[config.mk]
export PLATFORM = sky130hd
export DESIGN_NAME = zoomed_sprite_attribute_decoder_top
export DESIGN_NICKNAME = d
export VERILOG_FILES = /design/src/hdl/zsad_pkg.sv /design/src/hdl/zoomed_sprite_attribute_decoder_top.sv
export SDC_FILE = /design/constraint.sdc
export NUM_CORES = 1
export LEC_CHECK = 0
export BUFFER_PORTS_ARGS = -buffer_cell sky130_fd_sc_hd__buf_4
export CORE_ASPECT_RATIO = 1.1
export CORE_UTILIZATION = 30
export DETAILED_ROUTE_END_ITERATION = 7
export PLACE_DENSITY_LB_ADDON = 0.25
export RECOVER_POWER = 100
export SYNTH_ARGS = -nofsm -noshare
export SYNTH_HDL_FRONTEND = slang
export SYNTH_SLANG_ARGS = --single-unit
[constraint.sdc]
create_clock -name clk -period 3.22 [get_ports clk]
set_clock_uncertainty 0.2 [all_clocks]
set_input_delay 0.322 -clock clk [delete_from_list [all_inputs] [get_ports clk]]
set_output_delay 0.322 -clock clk [all_outputs]
set_load 0.02 [all_outputs]
[src/hdl/zsad_pkg.sv]
// Package for the zoomed sprite attribute decoder.
// Request structs, sequencer states and constants; no dependencies.

package zsad_pkg;

    localparam int DIV_BITS      = 24;          // quotient width of 0x800000 / f
    localparam int FACTOR_BITS   = 10;
    localparam int EDGE_BITS     = 13;          // an edge reaches 4096
    localparam int OUT_BITS      = 12;
    localparam logic [24:0] EDGE_ROUND = 25'd2048;
    localparam logic [8:0]  Y_ORIGIN   = 9'd256;
    localparam int CTRL_FLIP_X   = 2;
    localparam int CTRL_FLIP_Y   = 3;
    localparam int CTRL_BIG      = 6;

    typedef struct packed {
        logic [7:0] y_byte;
        logic [7:0] code_low;
        logic [7:0] attr_high;
        logic [7:0] x_byte;
        logic [7:0] control_byte;
        logic [7:0] zoom_low;
        logic       last_sprite;
    } sprite_t;

    typedef struct packed {
        logic [11:0] tile_code;
        logic [11:0] pos_x;
        logic [11:0] pos_y;
        logic [11:0] width_px;
        logic [11:0] height_px;
        logic        flip_x;
        logic        flip_y;
        logic        draw_valid;
        logic        last_of_sprite;
        logic        end_of_list;
    } cmd_t;

    typedef enum logic [1:0] {
        ST_IDLE,
        ST_DIVIDE,
        ST_EDGE,
        ST_EMIT
    } state_t;

endpackage

[src/hdl/zoomed_sprite_attribute_decoder_top.sv]
// Zoomed sprite attribute decoder, top level.
// Depends on zsad_pkg for the request structs and the sequencer states.
//
// Usage:
//   sprite channel: one attribute entry per request (sprite, sprite_valid,
//   sprite_stall). sprite_stall is high whenever an entry is being worked on.
//   cmd channel: one or four tile draw commands per entry (cmd, cmd_valid,
//   cmd_stall), in row order top left, top right, bottom left, bottom right.
//   cfg_we / cfg_data write the sprite bank bit; write only while idle.
// Timing:
//   The zoom value 0x800000 / f comes from a restoring divider that yields
//   one quotient bit per cycle; the edges are then formed in ST_EDGE.
//   The commands are offered in ST_EMIT, one command per cycle while
//   cmd_stall is low; after the last is taken the sequencer returns to idle
//   before it accepts the next entry, so entries do not overlap. A zero
//   zoom factor skips the divider and offers its single not-valid command
//   in the cycle after acceptance.
// Reset:
//   rst_n clears the sequencer to idle and the bank bit to 0.
// Stall:
//   While cmd_stall is high the offered command holds and the command sequence does not advance.

module zoomed_sprite_attribute_decoder_top (
    input  logic              clk,
    input  logic              rst_n,
    input  logic              cfg_we,
    input  logic              cfg_data,
    input  zsad_pkg::sprite_t sprite,
    input  logic              sprite_valid,
    output logic              sprite_stall,
    output zsad_pkg::cmd_t    cmd,
    output logic              cmd_valid,
    input  logic              cmd_stall
);

    zsad_pkg::state_t  state_reg, state_next;
    zsad_pkg::sprite_t entry_reg, entry_next;
    logic              bank_reg, bank_next;
    logic [zsad_pkg::DIV_BITS-1:0]      quot_reg, quot_next;
    logic [zsad_pkg::FACTOR_BITS:0]     rem_reg, rem_next;
    logic [4:0]                         cnt_reg, cnt_next;
    logic [zsad_pkg::EDGE_BITS-1:0]     e1_reg, e1_next;
    logic [zsad_pkg::EDGE_BITS-1:0]     e2_reg, e2_next;
    logic [1:0]                         quad_reg, quad_next;

    logic [zsad_pkg::FACTOR_BITS-1:0]   factor;
    logic [zsad_pkg::FACTOR_BITS:0]     trial;
    logic                               fits;
    logic [24:0]                        sum1, sum2;
    logic                               big, col, row, csel, rsel, last_cmd;
    logic [zsad_pkg::EDGE_BITS-1:0]     ex0, ex1, ey0, ey1;
    logic [11:0]                        base;
    logic [8:0]                         oy;
    logic [zsad_pkg::EDGE_BITS-1:0]     px, py, wd, ht;

    assign factor = {entry_reg.control_byte[1:0], entry_reg.zoom_low};

    // one restoring step; the dividend 0x800000 has a single one at its top
    assign trial = {rem_reg[zsad_pkg::FACTOR_BITS-1:0], (cnt_reg == 5'd0)};
    assign fits  = (trial >= {1'b0, factor});

    assign sum1 = {1'b0, quot_reg} + zsad_pkg::EDGE_ROUND;
    assign sum2 = {quot_reg, 1'b0} + zsad_pkg::EDGE_ROUND;

    always_ff @(posedge clk or negedge rst_n)
    begin
        if (!rst_n)
        begin
            state_reg <= zsad_pkg::ST_IDLE;
            bank_reg  <= 1'b0;
        end
        else
        begin
            state_reg <= state_next;
            bank_reg  <= bank_next;
        end
    end

    always_ff @(posedge clk)
    begin
        entry_reg <= entry_next;
        quot_reg  <= quot_next;
        rem_reg   <= rem_next;
        cnt_reg   <= cnt_next;
        e1_reg    <= e1_next;
        e2_reg    <= e2_next;
        quad_reg  <= quad_next;
    end

    always_comb
    begin
        state_next = state_reg;
        entry_next = entry_reg;
        bank_next  = cfg_we ? cfg_data : bank_reg;
        quot_next  = quot_reg;
        rem_next   = rem_reg;
        cnt_next   = cnt_reg;
        e1_next    = e1_reg;
        e2_next    = e2_reg;
        quad_next  = quad_reg;
        case (state_reg)
            zsad_pkg::ST_IDLE:
            begin
                if (sprite_valid)
                begin
                    entry_next = sprite;
                    quot_next  = '0;
                    rem_next   = '0;
                    cnt_next   = '0;
                    quad_next  = '0;
                    if ({sprite.control_byte[1:0], sprite.zoom_low} == '0)
                        state_next = zsad_pkg::ST_EMIT;
                    else
                        state_next = zsad_pkg::ST_DIVIDE;
                end
            end
            zsad_pkg::ST_DIVIDE:
            begin
                rem_next  = fits ? (trial - {1'b0, factor}) : trial;
                quot_next = {quot_reg[zsad_pkg::DIV_BITS-2:0], fits};
                cnt_next  = cnt_reg + 5'd1;
                if (cnt_reg == 5'(zsad_pkg::DIV_BITS - 1))
                    state_next = zsad_pkg::ST_EDGE;
            end
            zsad_pkg::ST_EDGE:
            begin
                e1_next    = sum1[24:12];
                e2_next    = sum2[24:12];
                state_next = zsad_pkg::ST_EMIT;
            end
            zsad_pkg::ST_EMIT:
            begin
                if (!cmd_stall)
                begin
                    quad_next = quad_reg + 2'd1;
                    if (last_cmd)
                        state_next = zsad_pkg::ST_IDLE;
                end
            end
            default:
            begin
                state_next = zsad_pkg::ST_IDLE;
            end
        endcase
    end

    // quadrant decode, all from registers
    assign big      = entry_reg.control_byte[zsad_pkg::CTRL_BIG];
    assign col      = quad_reg[0];
    assign row      = quad_reg[1];
    assign csel     = big & (col ^ entry_reg.control_byte[zsad_pkg::CTRL_FLIP_X]);
    assign rsel     = big & (row ^ entry_reg.control_byte[zsad_pkg::CTRL_FLIP_Y]);
    assign last_cmd = !big || (quad_reg == 2'd3) || (factor == '0);

    assign ex0 = col ? e1_reg : '0;
    assign ex1 = col ? e2_reg : e1_reg;
    assign ey0 = row ? e1_reg : '0;
    assign ey1 = row ? e2_reg : e1_reg;

    assign base = {4'd0, entry_reg.code_low} + {2'd0, entry_reg.attr_high[7:6], 8'd0}
                + {1'b0, bank_reg, 10'd0};
    assign oy   = zsad_pkg::Y_ORIGIN - {1'b0, entry_reg.y_byte};

    assign px = {5'd0, entry_reg.x_byte} + ex0;
    assign py = {4'd0, oy} + ey0;
    assign wd = ex1 - ex0;
    assign ht = ey1 - ey0;

    always_comb
    begin
        cmd = '0;
        cmd.last_of_sprite = last_cmd;
        cmd.end_of_list    = last_cmd & entry_reg.last_sprite;
        if (factor != '0)
        begin
            cmd.tile_code  = base + {10'd0, rsel, csel};
            cmd.pos_x      = px[zsad_pkg::OUT_BITS-1:0];
            cmd.pos_y      = py[zsad_pkg::OUT_BITS-1:0];
            cmd.width_px   = wd[zsad_pkg::OUT_BITS-1:0];
            cmd.height_px  = ht[zsad_pkg::OUT_BITS-1:0];
            cmd.flip_x     = entry_reg.control_byte[zsad_pkg::CTRL_FLIP_X];
            cmd.flip_y     = entry_reg.control_byte[zsad_pkg::CTRL_FLIP_Y];
            cmd.draw_valid = 1'b1;
        end
    end

    assign cmd_valid    = (state_reg == zsad_pkg::ST_EMIT);
    assign sprite_stall = (state_reg != zsad_pkg::ST_IDLE);

endmodule

After elaboration in Yosys (flattened, before gate mapping)
Cells that the tools add are included.
W data, S select, Z words.

cells by class
  add/subtract/negate cells = 13
  $lt $le $gt $ge = 1
  equal/unequal tests = 9
  multiplexer cells = 21
  bitwise operators = 5
  reductions and logical operators = 15

operator list
  kind                      number
  $mux W63                  1
  $add A24 B12 Y24 const B  2
  $mux W12                  4
  $pmux W24 S2              1
  $mux W24                  1
  $sub A12 B12 Y12          2
  $logic_not A10 Y1         2
  $mux W10                  2
  $pmux W10 S2              1
  $mux W2                   7
  $add A11 B11 Y12          1
  $add A12 B2 Y12           1
  $add A8 B12 Y12           1
  $add A9 B12 Y12           1
  $add A8 B10 Y11           1
  $ge A11 B10 Y1            1
  $pmux W5 S2               1
  $reduce_bool A10 Y1       1
  $sub A10 B10 Y10          1
  $sub A9 B8 Y9 const A     1
  $pmux W2 S4               1
  $eq A2 B2 Y1 const B      3
  $ne A2 B2 Y1 const B      3
  $reduce_bool A2 Y1        3
  other kinds (16)          21

word-level totals
  bits in registers = 116
  input port bits = 55
  word-level logic and storage cells = 79

Longest topological paths before layout
Gate-level depths: netlist of run 1.

  word-level depth = 6
  gate-level depth with buffers = 12
  gate-level depth less buffers = 12

Least setup slack after synthesis of run 1
OpenSTA, ideal clock, no wires.

  kind = reg2out
  start = reg quad_reg[0]
  end = out cmd[27] in the netlist's numbering
  arrival = 2932 ps
  required time = 2698 ps
  setup slack = -234 ps
  stages on the path, launching flop included = 13
  path through = edfxtp_1 clkbuf_1 buf_1 mux2i_1 ha_1 inv_1 fa_1 a21o_1 a21oi_1 o21bai_1 a41oi_1 xor2_1 nor2_1

RTL lines
  element                 RTL line                                   text
  from (decl)             zoomed_sprite_attribute_decoder_top.sv:44  logic [1:0] quad_reg, quad_next;
  from (signal assigned)  zoomed_sprite_attribute_decoder_top.sv:87  quad_reg <= quad_next;
  to (decl)               zoomed_sprite_attribute_decoder_top.sv:31  output zsad_pkg::cmd_t cmd,

==> results.sh, run 1 <==
export IMPL_ctsHtreeMaxLevel=3
export IMPL_dieArea_mm2=0.0256
export IMPL_hold_class="primary input to async pin"
export IMPL_die_y_um=168
export IMPL_grt_pass1_vias=6132
export IMPL_numCtsBuffers=9
export IMPL_track_usage=0.154
export IMPL_via_count=6082
export IMPL_r2r_start="cnt_reg[0]"
export IMPL_diodes=0
export IMPL_routedWlPerCell_um=15.7
export IMPL_violations="design-rule violations, negative setup slack"
export IMPL_synthFlopType="edfxtp_1"
export IMPL_clock_path_buffers=2
export IMPL_ys_top_cells_by_area="edfxtp_1 42%, ha_1 11%, xnor2_1 4.9%, xor2_1 4.4%, nor2_1 3.6%"
export IMPL_clock_fmax_mhz=290
export IMPL_design_area_mm2=0.0112
export IMPL_firstDrtPassIters=8
export IMPL_rsz0062_at_grt="yes"
export IMPL_syn_inst=718
export IMPL_endpoint_kind="output pin"
export IMPL_ioPinCount=122
export IMPL_postRouteAntennaNets=0
export IMPL_final_cells=1266
export IMPL_synth_warnings=0
export IMPL_port_buffers=112
export IMPL_clk_latency_ns=0.36
export IMPL_cts_tree="yes"
export IMPL_timing_rr_end="rem_reg[7]"
export IMPL_synth_seq_cells=108
export IMPL_yosys_area_top_type="edfxtp_1"
export IMPL_synth_area_mm2=0.00749
export IMPL_initial_utilization=0.306
export IMPL_fin_ws_ns=-0.229
export IMPL_crit_path_max_fanout=2
export IMPL_root_buffer="clkbuf_16"
export IMPL_vdd_drop_max_v=0.000752
export IMPL_path_clk_slew_ns=0.08
export IMPL_drc=12
export IMPL_drv_slew=0
export IMPL_grt_pass1_wl_um=31200
export IMPL_via_per_inst=4.80
export IMPL_grt_max_degree=42
export IMPL_fp_row_count=60
export IMPL_min_period_ns=3.45
export IMPL_area_growth_pct=49.5
export IMPL_placed_cell_area_mm2=0.00893
export IMPL_cp_arrival_ns=2.93
export IMPL_p_leak_nw=4.52
export IMPL_async_flop_share=0.0278
export IMPL_outcome="finished, violations left"
export IMPL_slew_headroom=0.115
export IMPL_grt_ovfl_total=0
export IMPL_totalNegativeSetupSlack_ns=-2.01
export IMPL_drtIter0Drc=244
export IMPL_dp_cells=1154
export IMPL_synth_cell_types=66
export IMPL_drive_above_1_share=0.425
export IMPL_postRouteWirelength_um=19800
export IMPL_die_w_um=153
export IMPL_fin_crit_sh=1.07
export IMPL_syn_avg_cell_area_um2=10.4
export IMPL_finalSetupViolations=21
export IMPL_largest_reg_flops=39
export IMPL_required_ns=2.70
export IMPL_synth_top_cell_area_share=0.421
export IMPL_worst_pin_slew_ns=1.33
export IMPL_max_cap_violations=0
export IMPL_startpoint_type="flip-flop"
export IMPL_synth_most_common_cell="edfxtp_1"
export IMPL_place_gp_congestion=0.832
export IMPL_core_mm2=0.0245
export IMPL_synth_nets=842
export IMPL_pre_cts_ws_ns=0.00664
export IMPL_synth_yosys_seq_area_share=0.431
export IMPL_synth_edf_count=105
export IMPL_reg2regPathDepth=10
export IMPL_cts_sinks=108
export IMPL_fillers=2266
export IMPL_finalHoldViolations=0
export IMPL_antenna_found_initial=0
export IMPL_fin_nets=1075
export IMPL_hpwl_um=13500
export IMPL_rrSetupSlack_ns=0.20
export IMPL_cellPowerDensity_mw_per_mm2=1240
export IMPL_crit_type="flip-flop to output pin"
export IMPL_synth_common_cells="105 x edfxtp_1, 71 x nor2_1, 63 x ha_1, 51 x nand2_1, 49 x inv_1"
[through the flow]
step           utilization  hold slack (ns)  power (W)
6_report             0.457           0.0965     0.0139
5_1_grt              0.457            0.107     0.0148
2_1_floorplan            -           -0.174    0.00763
3_5_place_dp         0.365          -0.0858     0.0105
3_3_place_gp         0.365          -0.0873     0.0104
4_1_cts              0.429           0.0674     0.0129
[area by class of cell]
class	instances	area [µm²]	share of cell area
Sequential cell	108	3230	0.288
Inverter	50	193	0.0172
Clock inverter	5	61.3	0.00548
Multi-Input combinational cell	535	4970	0.444
Clock buffer	11	243	0.0217
Timing Repair Buffer	247	2110	0.189
Tap cell	310	388	0.0346
[cells by family after synthesis]
kind of cell,share of synthesized area
xor gates and xnor gates,0.0936
and+or+nand+nor,0.166
DFF,0.431
buffers and inverters,0.0414
muxes,0.0389
AOI/OAI and AO/OA,0.107
adders and majority gates,0.121
[where the power goes]
part	leakage [nW]	total, W	switching, W	internal (W)
clock	0.138	0.00115	0.000520	0.000627
sequential	1.04	0.00274	0.000429	0.00231
combinational	3.35	0.0100	0.00520	0.00480
[layer usage]
| metal | global-route usage | routed length (µm) |
|---|---|---|
| met1 | 0.185 | 8620 |
| met2 | 0.277 | 10200 |
| met3 | 0.0230 | 611 |
| met4 | 0.0567 | 391 |
| met5 | 0 | 0 |
[layout by cell type, fill, tap and decap left out, types with 28 or more instances in the layout]
cell type      netlist  final
buf_4                1    130
clkbuf_4             0     38
dlygate4sd3_1        0     43
edfxtp_1           105    105
ha_1                63     30
ha_4                 0     28
inv_1               49     35
nand2_1             51     39
nor2_1              71     65
xnor2_1             42     37
xor2_1              38     35
[repair_timing]
action,4_1_cts,5_1_grt
hold buffers,43,0
pin swaps,52,58
gates cloned,2,0
resized for setup,129,108
endpoints found under the hold margin,44,0
setup endpoints to repair,33,45
buffers inserted,27,29
[worst max-delay path by stage]
| stage | from | end | slack (ns) | cells after the start |
|---|---|---|---|---|
| floorplan | quad_reg[1] | cmd[13] | 0.02 | 12 |
| global placement | entry_reg[41] | cmd[38] | 0.007 | 13 |
| detailed placement | cnt_reg[0] | rem_reg[7] | 0.007 | 10 |
| CTS | quad_reg[0] | cmd[23] | -0.22 | 12 |
| global route | entry_reg[41] | cmd[38] | -0.34 | 13 |
| finish | entry_reg[41] | cmd[38] | -0.23 | 13 |
[worst max-delay path: stages (launching register included)]
cell and delay [ns]:
edfxtp_1 0.40, inv_2 0.10, ha_4 0.15, nand2_4 0.06, or3_4 0.35, xor2_2 0.16, ha_1 0.30, a21o_1 0.20
a21oi_2 0.17, nor2b_1 0.07, a311oi_2 0.22, xnor2_1 0.15, nor2_1 0.06, buf_4 0.17
(Power assumes the default switching activity.)
==> inputs of run 2 (changes only) <==
==> constraint.sdc (replaced) <==
create_clock -name clk -period 3.6 [get_ports clk]
set_clock_uncertainty 0.2 [all_clocks]
set_input_delay 0.36 -clock clk [delete_from_list [all_inputs] [get_ports clk]]
set_output_delay 0.36 -clock clk [all_outputs]
set_load 0.02 [all_outputs]
==> run 2 against run 1 <==
  * The flow finishes with violations (design-rule violations)
  * Register-to-register slack improved by 0.05 ns
  * Cell count fell by 5.5%
  * Utilization is 5.9 points lower
  * Wire length shrank 9.3%
  * Count of clock-buffer cells in the layout shrank 2
  * Clock power down 10%
  * First-iteration DRC count is 2.5% higher
  * Largest power group unchanged
==> results.sh, run 2 (synthesis results as in run 1) <==
export IMPL_dr_max_layer_used="met4"
export IMPL_finalHoldViolations=0
export IMPL_root_buffer="clkbuf_16"
export IMPL_vdd_drop_max_v=0.000540
export IMPL_violations="design-rule violations"
export IMPL_clk_latency_ns=0.36
export IMPL_p_sw_w=0.00480
export IMPL_grt_pass1_wl_um=29000
export IMPL_p_seq_frac=0.233
export IMPL_fillers=2423
export IMPL_max_cap_violations=0
export IMPL_pwr_share_clk=0.098
export IMPL_fin_nets=1005
export IMPL_critPathSlowestCell="fa_1"
export IMPL_worst_pin_slew_ns=1.45
export IMPL_rrSetupSlack_ns=0.25
export IMPL_p_int_w=0.00565
export IMPL_cts_tree="yes"
export IMPL_slew_headroom=0.0343
export IMPL_ctsHtreeMaxLevel=3
export IMPL_switching_share=0.459
export IMPL_met1_length_um=7610
export IMPL_via_count=5690
export IMPL_clock_fmax_mhz=288
export IMPL_met2_length_um=8970
export IMPL_wl_met3_um=740
export IMPL_crit_chain="buf_4 > mux2i_1 > ha_1 > inv_1 > fa_1 > a21o_1 > a21oi_4 > o21bai_1 > a41oi_2 > xor2_1 > nor2_1 > buf_4"
export IMPL_power_frac_comb=0.669
export IMPL_hold_class="primary input to flip-flop"
export IMPL_crit_type="flip-flop to output pin"
export IMPL_area_growth_pct=30.1
export IMPL_port_buffers=112
export IMPL_timing_rr_end="rem_reg[0]"
export IMPL_drv_slew=0
export IMPL_finalSetupViolations=0
export IMPL_fin_crit_sh=0.963
export IMPL_hold_path_cell_count=2
export IMPL_core_mm2=0.0245
export IMPL_largest_reg_flops=39
export IMPL_crit_path_max_fanout=6
export IMPL_diodes=0
export IMPL_numCtsBuffers=9
export IMPL_startpoint_type="flip-flop"
export IMPL_totalNegativeSetupSlack_ns=0
export IMPL_p_leak_nw=4.02
export IMPL_final_cells=1196
export IMPL_min_to="bank_reg"
export IMPL_cp_arrival_ns=2.91
export IMPL_firstDrtPassIters=8
export IMPL_track_usage=0.144
export IMPL_cts_sinks=108
export IMPL_hpwl_um=13400
export IMPL_initial_utilization=0.306
export IMPL_grt_ovfl_total=0
export IMPL_reg2regPathDepth=9
export IMPL_die_y_um=168
export IMPL_place_gp_congestion=0.840
export IMPL_fp_row_count=60
export IMPL_die_w_um=153
export IMPL_path_clk_slew_ns=0.07
export IMPL_fin_ws_ns=0.132
export IMPL_drive_above_1_share=0.264
export IMPL_r2r_start="cnt_reg[0]"
export IMPL_final_cell_mix="105 x edfxtp_1, 89 x buf_4, 70 x nor2_1"
export IMPL_endpoint_kind="output pin"
export IMPL_postRouteAntennaNets=0
export IMPL_ioPinCount=122
export IMPL_min_period_ns=3.47
export IMPL_cpMostUsedCell="buf_4"
export IMPL_crit_path_max_incr_delay_ns=0.40
export IMPL_via_per_inst=4.76
export IMPL_pre_cts_ws_ns=0.139
export IMPL_antenna_found_initial=0
export IMPL_dieArea_mm2=0.0256
export IMPL_min_from="cfg_data"
export IMPL_grt_max_degree=52
export IMPL_dp_cells=1126
export IMPL_clock_path_buffers=2
export IMPL_postRouteWirelength_um=18000
export IMPL_routedWlPerCell_um=15.1
export IMPL_grt_pass1_vias=5686
export IMPL_layout_commonest_cell="edfxtp_1"
export IMPL_required_ns=3.04
export IMPL_cellPowerDensity_mw_per_mm2=1070
export IMPL_drc=6
export IMPL_drtIter0Drc=250
export IMPL_outcome="finished, violations left"
-- run 2: metrics by stage --
| step | power (W) | util | area, µm² | hold slack (ns) |
|---|---|---|---|---|
| floorplan | 0.00679 | - | 7490 | -0.136 |
| global placement | 0.00895 | 0.355 | 8690 | -0.0478 |
| detailed placement | 0.00899 | 0.355 | 8690 | -0.0479 |
| CTS | 0.0102 | 0.389 | 9530 | 0.0216 |
| global route | 0.0113 | 0.398 | 9740 | 0.0263 |
| finish | 0.0104 | 0.398 | 9740 | 0.0389 |
-- run 2: routing by layer --
layer	global-route usage	vias to the layer above
met2	0.254	118
met3	0.0323	35
met4	0.0637	0
met1	0.167	2661
li1	-	2876
met5	0	-
-- run 2: worst max path at each step --
stage / start / to / slack, ns
detailed placement: quad_reg[0] / cmd[28] / 0.14
CTS: quad_reg[0] / cmd[27] / 0.0006
global route: quad_reg[0] / cmd[23] / -0.01
global placement: entry_reg[41] / cmd[38] / 0.20
floorplan: quad_reg[0] / cmd[27] / 0.11
finish: quad_reg[1] / cmd[15] / 0.13
-- run 2: cell type report --
| cell class | count | area [µm²] | area share |
|---|---|---|---|
| Multi-Input combinational cell | 535 | 4170 | 0.428 |
| Sequential cell | 108 | 3230 | 0.331 |
| Timing Repair Buffer | 177 | 1460 | 0.150 |
| Tap cell | 310 | 388 | 0.0398 |
| Clock buffer | 9 | 225 | 0.0231 |
| Inverter | 50 | 188 | 0.0193 |
| Clock inverter | 7 | 82.6 | 0.00848 |
-- run 2: repair_timing --
action	CTS	global route
hold endpoints to repair	43	0
gates cloned	0	1
setup endpoints to repair	15	18
resized for setup	18	40
buffers inserted	5	7
pin swaps	4	13
hold buffers	41	0
-- run 2: power by group through the flow --
stage	Sequential, W	Clock (W)	Combinational [W]
finish	0.00243	0.00103	0.00699
global route	0.00250	0.00110	0.00766
floorplan	0.00230	0	0.00448
CTS	0.00244	0.00106	0.00674
detailed placement	0.00247	0	0.00652
global placement	0.00247	0	0.00648
-- run 2: critical path: cells and delay by family, from the launching register on --
kind / cells / cell delay (ns)
simple gates: 1 / 0.06
flops: 1 / 0.36
mux: 1 / 0.18
fa+ha+maj: 2 / 0.59
buf+inv: 3 / 0.41
xor+xnor: 1 / 0.17
compound gates: 4 / 0.78
